`src/design/mrf_pkg.sv`:
```
`default_nettype none

package mrf_pkg;

    localparam int CFG_W  = 5;
    localparam int ACT_W  = 2;
    localparam int ID_W   = 2;
    localparam int DATA_W = 64;
    localparam int STAT_W = 2;
    localparam int OCC_W  = 4;
    localparam int CNT_W  = 32;

    localparam logic [CFG_W-1:0] CFG_SIZE_RST = 5'd16;

    localparam logic [ACT_W-1:0] ACT_ENQ = 2'd0;
    localparam logic [ACT_W-1:0] ACT_DEQ = 2'd1;

    localparam logic [STAT_W-1:0] ST_OK    = 2'd0;
    localparam logic [STAT_W-1:0] ST_FULL  = 2'd1;
    localparam logic [STAT_W-1:0] ST_EMPTY = 2'd2;

    typedef enum logic [1:0] {
        S_IDLE,
        S_META,
        S_OUT
    } t_state;

endpackage

`default_nettype wire

```
`src/design/multi_ring_fifo_with_stats.sv`:
```
// Several ring fifos sharing one element memory; each word picks a ring.
// Input channel: i_valid / o_ready with i_action (0 enqueue, 1 dequeue,
// else query), i_ring_id and i_write_data. Output channel: o_valid / i_ready,
// one result word per input word: status, dequeued data, occupancy and the
// ring's failed enqueue / dequeue counts.
// A ring holds ring_size - 1 elements; ring_size is written on i_cfg_we and
// is clamped to 2..RING_DEPTH. The user must write it only while the block is
// idle; the block itself does not enforce this. A word's ring state memory is
// read when the word is accepted, then the element memory is read alongside
// the ring state write-back, and the result is then shown on o_valid. One word
// is in flight at a time, so the block takes no new word until the receiver
// has taken the result.
// While i_ready is low the result holds on the outputs and o_ready stays low.
// Reset clears the state machine and the per-ring valid bits, so every ring
// starts empty with zero counters; ring_size returns to 16. The element
// memory is not cleared.
`default_nettype none

module multi_ring_fifo_with_stats
    import mrf_pkg::*;
#(
    parameter int NUM_RINGS  = 4,
    parameter int RING_DEPTH = 16,
    parameter int ELEM_BITS  = 64
) (
    input  wire                 i_clk,
    input  wire                 i_rst_n,
    input  wire                 i_cfg_we,
    input  wire [CFG_W-1:0]     i_cfg_data,
    input  wire                 i_valid,
    output logic                o_ready,
    input  wire [ACT_W-1:0]     i_action,
    input  wire [ID_W-1:0]      i_ring_id,
    input  wire [DATA_W-1:0]    i_write_data,
    output logic                o_valid,
    input  wire                 i_ready,
    output logic [STAT_W-1:0]   o_status,
    output logic [DATA_W-1:0]   o_read_data,
    output logic [OCC_W-1:0]    o_occupancy,
    output logic [CNT_W-1:0]    o_write_fail_count,
    output logic [CNT_W-1:0]    o_read_fail_count
);

    localparam int RING_W      = (NUM_RINGS > 1) ? $clog2(NUM_RINGS) : 1;
    localparam int IDX_W       = $clog2(RING_DEPTH);
    localparam int SZ_W        = $clog2(RING_DEPTH + 1);
    localparam int NX_W        = SZ_W + 1;
    localparam int STORE_DEPTH = NUM_RINGS * RING_DEPTH;
    localparam int ADDR_W      = $clog2(STORE_DEPTH);

    typedef struct packed {
        logic [IDX_W-1:0] wr_idx;
        logic [IDX_W-1:0] rd_idx;
        logic [OCC_W-1:0] occ;
        logic [CNT_W-1:0] wfail;
        logic [CNT_W-1:0] rfail;
    } t_ring_meta;

    t_state r_state, n_state;

    logic [CFG_W-1:0]     r_ring_size;
    logic [NUM_RINGS-1:0] r_meta_vld;
    t_ring_meta           r_meta_mem [NUM_RINGS];
    logic [ELEM_BITS-1:0] r_elem_mem [STORE_DEPTH];

    t_ring_meta           r_meta_q;
    logic                 r_meta_vld_q;
    logic [ELEM_BITS-1:0] r_elem_q;

    logic [ACT_W-1:0]     r_action;
    logic [RING_W-1:0]    r_ring;
    logic                 r_id_ok;
    logic [ELEM_BITS-1:0] r_wdata;

    logic [STAT_W-1:0]    r_status;
    logic [OCC_W-1:0]     r_occ;
    logic [CNT_W-1:0]     r_wfail;
    logic [CNT_W-1:0]     r_rfail;
    logic                 r_deq_ok;

    logic in_acc;
    logic in_stage;
    logic meta_we;
    logic elem_we;
    logic elem_re;
    logic enq_ok;
    logic deq_ok;

    logic [RING_W-1:0] acc_ring;
    logic [SZ_W-1:0]   size;
    t_ring_meta        meta;
    t_ring_meta        n_meta;
    logic [NX_W-1:0]   w_nx;
    logic [NX_W-1:0]   r_nx;
    logic              full;
    logic              empty;
    logic [ADDR_W-1:0] elem_addr;
    logic [STAT_W-1:0] n_status;

    // fsm: next state
    always_comb begin
        n_state = r_state;
        case (r_state)
            S_IDLE: if (i_valid) n_state = S_META;
            S_META: n_state = S_OUT;
            S_OUT:  if (i_ready) n_state = S_IDLE;
            default: n_state = S_IDLE;
        endcase
    end

    // fsm: outputs
    always_comb begin
        o_ready  = 1'b0;
        o_valid  = 1'b0;
        in_stage = 1'b0;
        case (r_state)
            S_IDLE: o_ready = 1'b1;
            S_META: in_stage = 1'b1;
            S_OUT:  o_valid = 1'b1;
            default: o_ready = 1'b0;
        endcase
    end

    assign in_acc   = i_valid && o_ready;
    assign acc_ring = RING_W'(i_ring_id);

    always_ff @(posedge i_clk) begin
        if (!i_rst_n) begin
            r_state     <= S_IDLE;
            r_ring_size <= CFG_SIZE_RST;
        end else begin
            r_state <= n_state;
            if (i_cfg_we) begin
                r_ring_size <= i_cfg_data;
            end
        end
    end

    // clamp ring size into 2..RING_DEPTH
    always_comb begin
        if (32'(r_ring_size) > 32'(RING_DEPTH)) begin
            size = SZ_W'(RING_DEPTH);
        end else if (r_ring_size < 5'd2) begin
            size = SZ_W'(2);
        end else begin
            size = SZ_W'(r_ring_size);
        end
    end

    // capture the word and read its ring state
    always_ff @(posedge i_clk) begin
        if (in_acc) begin
            r_action     <= i_action;
            r_ring       <= acc_ring;
            r_id_ok      <= (32'(i_ring_id) < 32'(NUM_RINGS));
            r_wdata      <= i_write_data[ELEM_BITS-1:0];
            r_meta_q     <= r_meta_mem[acc_ring];
            r_meta_vld_q <= r_meta_vld[acc_ring];
        end
    end

    assign meta = r_meta_vld_q ? r_meta_q : '0;

    always_comb begin
        w_nx  = NX_W'(meta.wr_idx) + NX_W'(1);
        r_nx  = NX_W'(meta.rd_idx) + NX_W'(1);
        full  = (w_nx == NX_W'(meta.rd_idx))
             || (w_nx == NX_W'(meta.rd_idx) + NX_W'(size))
             || (w_nx > NX_W'(size));
        empty = (meta.rd_idx == meta.wr_idx);
    end

    always_comb begin
        n_meta   = meta;
        n_status = ST_OK;
        enq_ok   = 1'b0;
        deq_ok   = 1'b0;
        case (r_action)
            ACT_ENQ: begin
                if (full) begin
                    n_meta.wfail = meta.wfail + CNT_W'(1);
                    n_status     = ST_FULL;
                end else begin
                    enq_ok        = 1'b1;
                    n_meta.wr_idx = (w_nx >= NX_W'(size)) ? '0 : IDX_W'(w_nx);
                    n_meta.occ    = meta.occ + OCC_W'(1);
                end
            end
            ACT_DEQ: begin
                if (empty) begin
                    n_meta.rfail = meta.rfail + CNT_W'(1);
                    n_status     = ST_EMPTY;
                end else begin
                    deq_ok        = 1'b1;
                    n_meta.rd_idx = (r_nx >= NX_W'(size)) ? '0 : IDX_W'(r_nx);
                    n_meta.occ    = meta.occ - OCC_W'(1);
                end
            end
            default: n_status = ST_OK;
        endcase
    end

    assign meta_we = in_stage && r_id_ok;
    assign elem_we = meta_we && enq_ok;
    assign elem_re = meta_we && deq_ok;

    always_comb begin
        if (r_action == ACT_ENQ) begin
            elem_addr = ADDR_W'(r_ring) * ADDR_W'(RING_DEPTH) + ADDR_W'(meta.wr_idx);
        end else begin
            elem_addr = ADDR_W'(r_ring) * ADDR_W'(RING_DEPTH) + ADDR_W'(meta.rd_idx);
        end
    end

    // ring state write-back
    always_ff @(posedge i_clk) begin
        if (meta_we) begin
            r_meta_mem[r_ring] <= n_meta;
        end
    end

    always_ff @(posedge i_clk) begin
        if (!i_rst_n) begin
            r_meta_vld <= '0;
        end else if (meta_we) begin
            r_meta_vld[r_ring] <= 1'b1;
        end
    end

    // element memory, one port used per word
    always_ff @(posedge i_clk) begin
        if (elem_we) begin
            r_elem_mem[elem_addr] <= r_wdata;
        end
        if (elem_re) begin
            r_elem_q <= r_elem_mem[elem_addr];
        end
    end

    // result word, unknown ring answers all zero
    always_ff @(posedge i_clk) begin
        if (in_stage) begin
            if (r_id_ok) begin
                r_status <= n_status;
                r_occ    <= n_meta.occ;
                r_wfail  <= n_meta.wfail;
                r_rfail  <= n_meta.rfail;
                r_deq_ok <= deq_ok;
            end else begin
                r_status <= ST_OK;
                r_occ    <= '0;
                r_wfail  <= '0;
                r_rfail  <= '0;
                r_deq_ok <= 1'b0;
            end
        end
    end

    assign o_status           = r_status;
    assign o_read_data        = r_deq_ok ? DATA_W'(r_elem_q) : '0;
    assign o_occupancy        = r_occ;
    assign o_write_fail_count = r_wfail;
    assign o_read_fail_count  = r_rfail;

    a_no_overlap: assert property (@(posedge i_clk) disable iff (!i_rst_n)
        !(o_ready && o_valid))
        else $error("input and output sides open at once");

    a_mem_port: assert property (@(posedge i_clk) disable iff (!i_rst_n)
        !(elem_we && elem_re))
        else $error("element memory read and write in one cycle");

    a_meta_to_out: assert property (@(posedge i_clk) disable iff (!i_rst_n)
        r_state == S_META |=> o_valid)
        else $error("result not presented after ring state update");

    a_fail_no_data: assert property (@(posedge i_clk) disable iff (!i_rst_n)
        o_valid && o_status != ST_OK |-> o_read_data == '0)
        else $error("failed word carries read data");

    a_deq_read: assert property (@(posedge i_clk) disable iff (!i_rst_n)
        $rose(o_valid) && r_deq_ok |-> $past(elem_re))
        else $error("dequeue result without element read");

endmodule

`default_nettype wire
```
`config.mk`:
```
export PLATFORM = sky130hd
export DESIGN_NAME = multi_ring_fifo_with_stats
export DESIGN_NICKNAME = d
export VERILOG_FILES = /design/src/design/mrf_pkg.sv /design/src/design/multi_ring_fifo_with_stats.sv
export SDC_FILE = /design/constraint.sdc
export NUM_CORES = 2
export LEC_CHECK = 0
export BUFFER_PORTS_ARGS = -buffer_cell sky130_fd_sc_hd__buf_2
export CORE_MARGIN = 2
export CORE_UTILIZATION = 45
export DETAILED_ROUTE_END_ITERATION = 10
export SLEW_MARGIN = 20
export SYNTH_ARGS = -nofsm -noshare
export SYNTH_HDL_FRONTEND = slang
export SYNTH_MEMORY_MAX_BITS = 65536
export SYNTH_SLANG_ARGS = --single-unit
```
`constraint.sdc`:
```
create_clock -name i_clk -period 12.76 [get_ports i_clk]
set_input_delay 1.276 -clock i_clk [delete_from_list [all_inputs] [get_ports i_clk]]
set_output_delay 1.276 -clock i_clk [all_outputs]
set_load 0.05 [all_outputs]
```
# Word level (Yosys, flattened, before mapping)
# Memories as Yosys holds them, arrays and structs flattened. A register that Yosys moved wholly into a read port is not among the register bits.
# Index checks and enable logic that the tools add are counted.
# op_classes
mux,38
eq_ne,8
bitwise,1
add_sub_neg,9
order_cmp,8
n_reduce_logical,9
# op_table
op,count
$mux W32,4
$mux W76,1
$add A32 B1 Y32 const B,2
$mux W64,1
$mux W4,6
$mux W1,14
$add A6 B4 Y6,2
$add A4 B1 Y5 const B,2
$ge A5 B5 Y1,2
$mux W5,2
$mux W8,1
$pmux W4 S2,1
$add A4 B5 Y6,1
$eq A5 B6 Y1,1
$lt A2 B3 Y1 const B,2
$mux W2,3
$mux W6,1
$pmux W2 S3,1
$eq A5 B4 Y1,1
$gt A5 B5 Y1,1
$gt A5 B5 Y1 const B,1
$lt A5 B2 Y1 const B,1
$add A4 B1 Y4 const B,1
$eq A2 B1 Y1 const B,2
13 further kinds,19
# word_totals
word_cells,87
ram_bits,4400
memories,2
in_bits,78
ff_bits,151
# mem_list
memory,words,width,rd,rd_clocked_by_memory_dff,write_ports,line,source
r_elem_mem,64,64,1,1,1,multi_ring_fifo_with_stats.sv:64,logic [ELEM_BITS-1:0] r_elem_mem [STORE_DEPTH];
r_meta_mem,4,76,1,1,1,multi_ring_fifo_with_stats.sv:63,t_ring_meta r_meta_mem [NUM_RINGS];

# Longest topological paths before layout
# logic_depth
depth_word,12
ltp_mapped,18

# Worst setup path after synthesis
# OpenSTA, ideal clock, no wires.
# synth_timing
kind,register -> register
start,register r_meta_vld_q
end,memory r_elem_mem[10][0] (enable)
stages_incl_launch_ff,17
setup_slack_ns,5.695
path_buffers,6
period_less_slack_ns,7.065
arrival_ns,6.579
required_ns,12.274
setup_ns,0.486
path_cell_list,edfxtp_1 buf_4 buf_2 clkbuf_1 buf_1 clkbuf_1 and2_1 ha_1 inv_1 fa_1 xor2_1 xnor2_1 a2111oi_4 a211oi_2 buf_2 nand3_1 nor2_1
# synth_via
elab_chain_cells,10
word_cells_on_any_way,16
classes_between,4 x add/sub; 1 x order compare; 2 x eq/ne; 6 x mux; 3 x reduce/logical
# synth_lines
item,line,source
start: declaration,multi_ring_fifo_with_stats.sv:67,logic r_meta_vld_q;
start signal: assignment,multi_ring_fifo_with_stats.sv:158,r_meta_vld_q <= r_meta_vld[acc_ring];
$mux W76 (*),multi_ring_fifo_with_stats.sv:162,assign meta = r_meta_vld_q ? r_meta_q : '0;
branches (longest 9 deep; another with $add A4 B1 Y5),n/a,
end: declaration,multi_ring_fifo_with_stats.sv:64,
# Every way passes the cells marked *.

# Final worst setup path
# layout_timing
start,register r_meta_vld_q
end,memory r_elem_mem[13][12] (enable)
# The elaborated chain is that of the path after synthesis.

==> results.py <==
metrics = {
    "sta": {
        "drv_slew": 0,
        "skew_ns": 0.0867,
        "fmax_mhz": 142,
        "maxSlewHeadroom_pct": 21.3,
        "min_period_over_period_pct": 55.3,
        "tns_ns": 0,
        "tightest_slew_ns": 1.18,
        "setup_viol": 0,
        "rsz0062_at_grt": "false",
        "layout_min_cycle_time_ns": 7.05,
        "finalHoldViolations": 0,
    },
    "global_routing": {
        "grt_pass1_vias": 90800,
        "grt_usage_pct": 26.2,
        "antenna_found_initial": 20,
        "gr-total-overflow": 0,
        "grt_pass1_wl_um": 709000,
        "grt_max_degree": 157,
    },
    "synthesis": {
        "synth.area.top_cells": "edfxtp_1 (84%), a222oi_1 (6.1%), a22oi_1 (2.0%)",
        "synth.net_count": 8397,
        "synth_top_area_share_pct": 83.8,
        "ys_ff_latch": 4691,
        "synth_area_mm2": 0.168,
        "yosys_warnings": 0,
        "synth_top_flop_cell": "edfxtp_1",
        "synthCells": 8299,
        "synth_top_area_cell": "edfxtp_1",
        "synth.distinct_cells": 70,
        "async_flop_share_pct": 0,
        "synth-seq-area-share_pct": 83.9,
        "avgSynthCellArea_um2": 20.2,
        "synth_edf_count": 4680,
        "yosysMostFrequentCell": "edfxtp_1",
        "netlist_top_cells_count": "edfxtp_1 (4680), a222oi_1 (1019), a31oi_1 (509)",
    },
    "critical_path": {
        "critPathMaxStageDelay_ns": 0.95,
        "crit_path_frequent_cell": "buf_4",
        "path_cells": "nand2_1 -> inv_1 -> ha_1 -> nand4_1 -> inv_1 -> ha_1 -> a21oi_1 -> o21ai_0 -> a32o_1 -> a211oi_2 -> buf_4 -> nand3_1 -> nor2_4 -> buf_4 -> buf_4",
        "crit_buf_inv": 5,
        "cp_slowest_cell": "nor2_4",
        "arrival_ns": 7.65,
        "crit_path_max_fanout": 29,
        "cpLargestDelayFamily": "simple AND/OR/NAND/NOR gates",
        "startpoint_type": "flip-flop",
        "path_class": "reg2reg",
        "cp.required_ns": 13.35,
        "end_kind": "flip-flop",
    },
    "layout": {
        "syn2layout_area_growth_pct": 13.5,
        "fillerInstances": 29500,
        "drive_above_1_share_pct": 15.5,
        "stdcell_area_mm2": 0.190,
        "fin_nets": 8799,
    },
    "clocking": {
        "cts_tree": "yes",
        "cts.reportedPaths.clkPinSlew_ns": 0.06,
        "worstSkewPairLatency_ns": 1.02,
        "cts_max_level": 5,
        "clock-sinks": 4691,
        "ctsHoldBuffers": 0,
        "cts-resized-gates": 0,
        "root_buffer": "clkbuf_16",
        "clockBufferDepth": 4,
        "cts_buffers": 456,
        "post_cts_buffers": 0,
    },
    "routing": {
        "drtAntennaViolNets": 0,
        "wl_per_cell_um": 36.3,
        "via_per_inst": 6.69,
        "firstDrtPassIters": 11,
        "drt_iter0_markers": 19400,
        "vias": 94100,
        "drt-total-wl_um": 510000,
        "drc": 0,
    },
    "floorplan": {
        "dieHeight_um": 614,
        "die-area_mm2": 0.378,
        "core_mm2": 0.372,
        "rows": 224,
        "ios": 214,
        "chipWidth_um": 614,
        "initial_core_util_pct": 45.1,
    },
    "hold_path": {
        "hold_class": "in2reg",
    },
    "placed_design": {
        "hpwl_um": 266000,
        "portBuffers": 213,
        "gp_congestion": 0.816,
        "place_area_mm2": 0.176,
    },
    "pwr": {
        "vdd_drop_max_mv": 0.123,
        "leakage_uw": 0.0573,
        "powerDensity_mw_per_mm2": 166,
    },
    "flow_run": {
        "drv_cap": 0,
    },
    "outcome": {
        "outcome": "completed",
    },
}
-- cells by family (layout without fill, tap and decap cells) --
logic type,count (synthesis),after routing,share of synthesized area [%]
AO/OA/AOI/OAI,2089,2089,10.5
XOR/XNOR,54,54,0.282
adder cells (fa/ha/maj),20,20,0.154
buffers and inverters,599,1386,1.50
flip-flops,4691,4691,83.9
multiplexers,155,155,1.55
other,0,5,0
AND/OR/NAND/NOR,691,691,2.10
-- worst reg2reg max path, stage by stage (launching register included) --
cell and delay, ns:
edfxtp_1 0.85, nand2_1 0.25, inv_1 0.15, ha_1 0.29, nand4_1 0.20, inv_1 0.14, ha_1 0.25, a21oi_1 0.18
o21ai_0 0.15, a32o_1 0.29, a211oi_2 0.27, buf_4 0.34, nand3_1 0.76, nor2_4 0.96, buf_4 0.71, buf_4 0.76
-- state kept, by name, summed over array words and instances (netlist names) --
name	count
r_elem_mem	4096
r_ring	2
r_action	2
o_read_fail_count	32
r_deq_ok	1
o_status	2
o_write_fail_count	32
r_ring_size	5
r_elem_q	64
r_meta_vld	4
r_state	2
r_meta_q	76
r_meta_mem	304
r_meta_vld_q	1
r_wdata	64
o_occupancy	4
-- final timing paths --
| kind | startpoint | to | slack, ns | cells past startpoint |
|---|---|---|---|---|
| max | r_meta_vld_q | r_elem_mem[13][12] | 5.71 | 15 |
| min | i_write_data[42] | r_wdata[42] | 0.45 | 1 |
| max reg2reg | r_meta_vld_q | r_elem_mem[13][12] | 5.71 | 15 |
| min reg2reg | r_meta_vld[0] | r_meta_vld[0] | 0.47 | 1 |
-- cells in the final DEF (no fill, tap or decap), types with 12 or more instances in the layout --
| cell type | instances |
|---|---|
| a21oi_1 | 22 |
| ha_1 | 19 |
| nor3_1 | 17 |
| clkinv_1 | 123 |
| nand3_1 | 42 |
| buf_4 | 273 |
| a31oi_1 | 509 |
| xnor2_1 | 23 |
| nand4_1 | 32 |
| mux2i_1 | 15 |
| edfxtp_1 | 4680 |
| and2_1 | 74 |
| nor2_1 | 43 |
| inv_6 | 12 |
| nor4_1 | 124 |
| nand2_1 | 194 |
| nand2b_1 | 22 |
| buf_2 | 211 |
| clkinvlp_4 | 17 |
| clkbuf_16 | 460 |
| a22oi_1 | 456 |
| mux4_2 | 77 |
| nor2_4 | 66 |
| xor2_1 | 31 |
| bufinv_16 | 35 |
| o21ai_0 | 18 |
| inv_1 | 27 |
| clkinv_2 | 101 |
| a222oi_1 | 1019 |
| mux2_2 | 62 |
| clkbuf_1 | 72 |
| buf_12 | 18 |
-- stage by stage --
stage / hold slack, ns / utilization (%) / cells / power, µW / worst slack, ns
global route: 0.417 / 51.2 / 14100 / 32500 / 5.48
finish: 0.451 / 51.2 / 14100 / 31700 / 5.71
global placement: 0.442 / 47.3 / 13200 / 18800 / 5.85
floorplan: 0.435 / - / 8299 / 18200 / 5.70
detailed placement: 0.455 / 47.3 / 13200 / 18900 / 5.93
CTS: 0.389 / 51.2 / 14100 / 31800 / 5.78
-- area by class of cell --
| cell class | count | area, µm² | share of cell area, % |
|---|---|---|---|
| flip-flops and latches | 4691 | 141000 | 73.9 |
| multi-input cells | 3009 | 25100 | 13.2 |
| clock buffers | 532 | 11800 | 6.19 |
| well taps | 4972 | 6220 | 3.27 |
| repair buffers | 514 | 3670 | 1.93 |
| clock inverters | 311 | 2710 | 1.42 |
| inverters | 29 | 111 | 0.0585 |
| diodes | 5 | 12.5 | 0.00657 |
-- power breakdown --
group | total [µW] | internal [µW] | switching (µW)
clock | 13100 | 7320 | 5800
sequential | 17100 | 17100 | 41.7
combinational | 1390 | 337 | 1060
-- routing by layer --
metal  GRT usage, %  vias to the layer above  part of all wire [%]
met5              0                        -                 0.014
met4           8.15                       10                   3.3
met3           4.99                      819                    12
met2           41.6                     6706                    47
met1           36.8                    49100                    38
li1               -                    37400                     -
No activity file was read; power rests on OpenSTA's default activity.
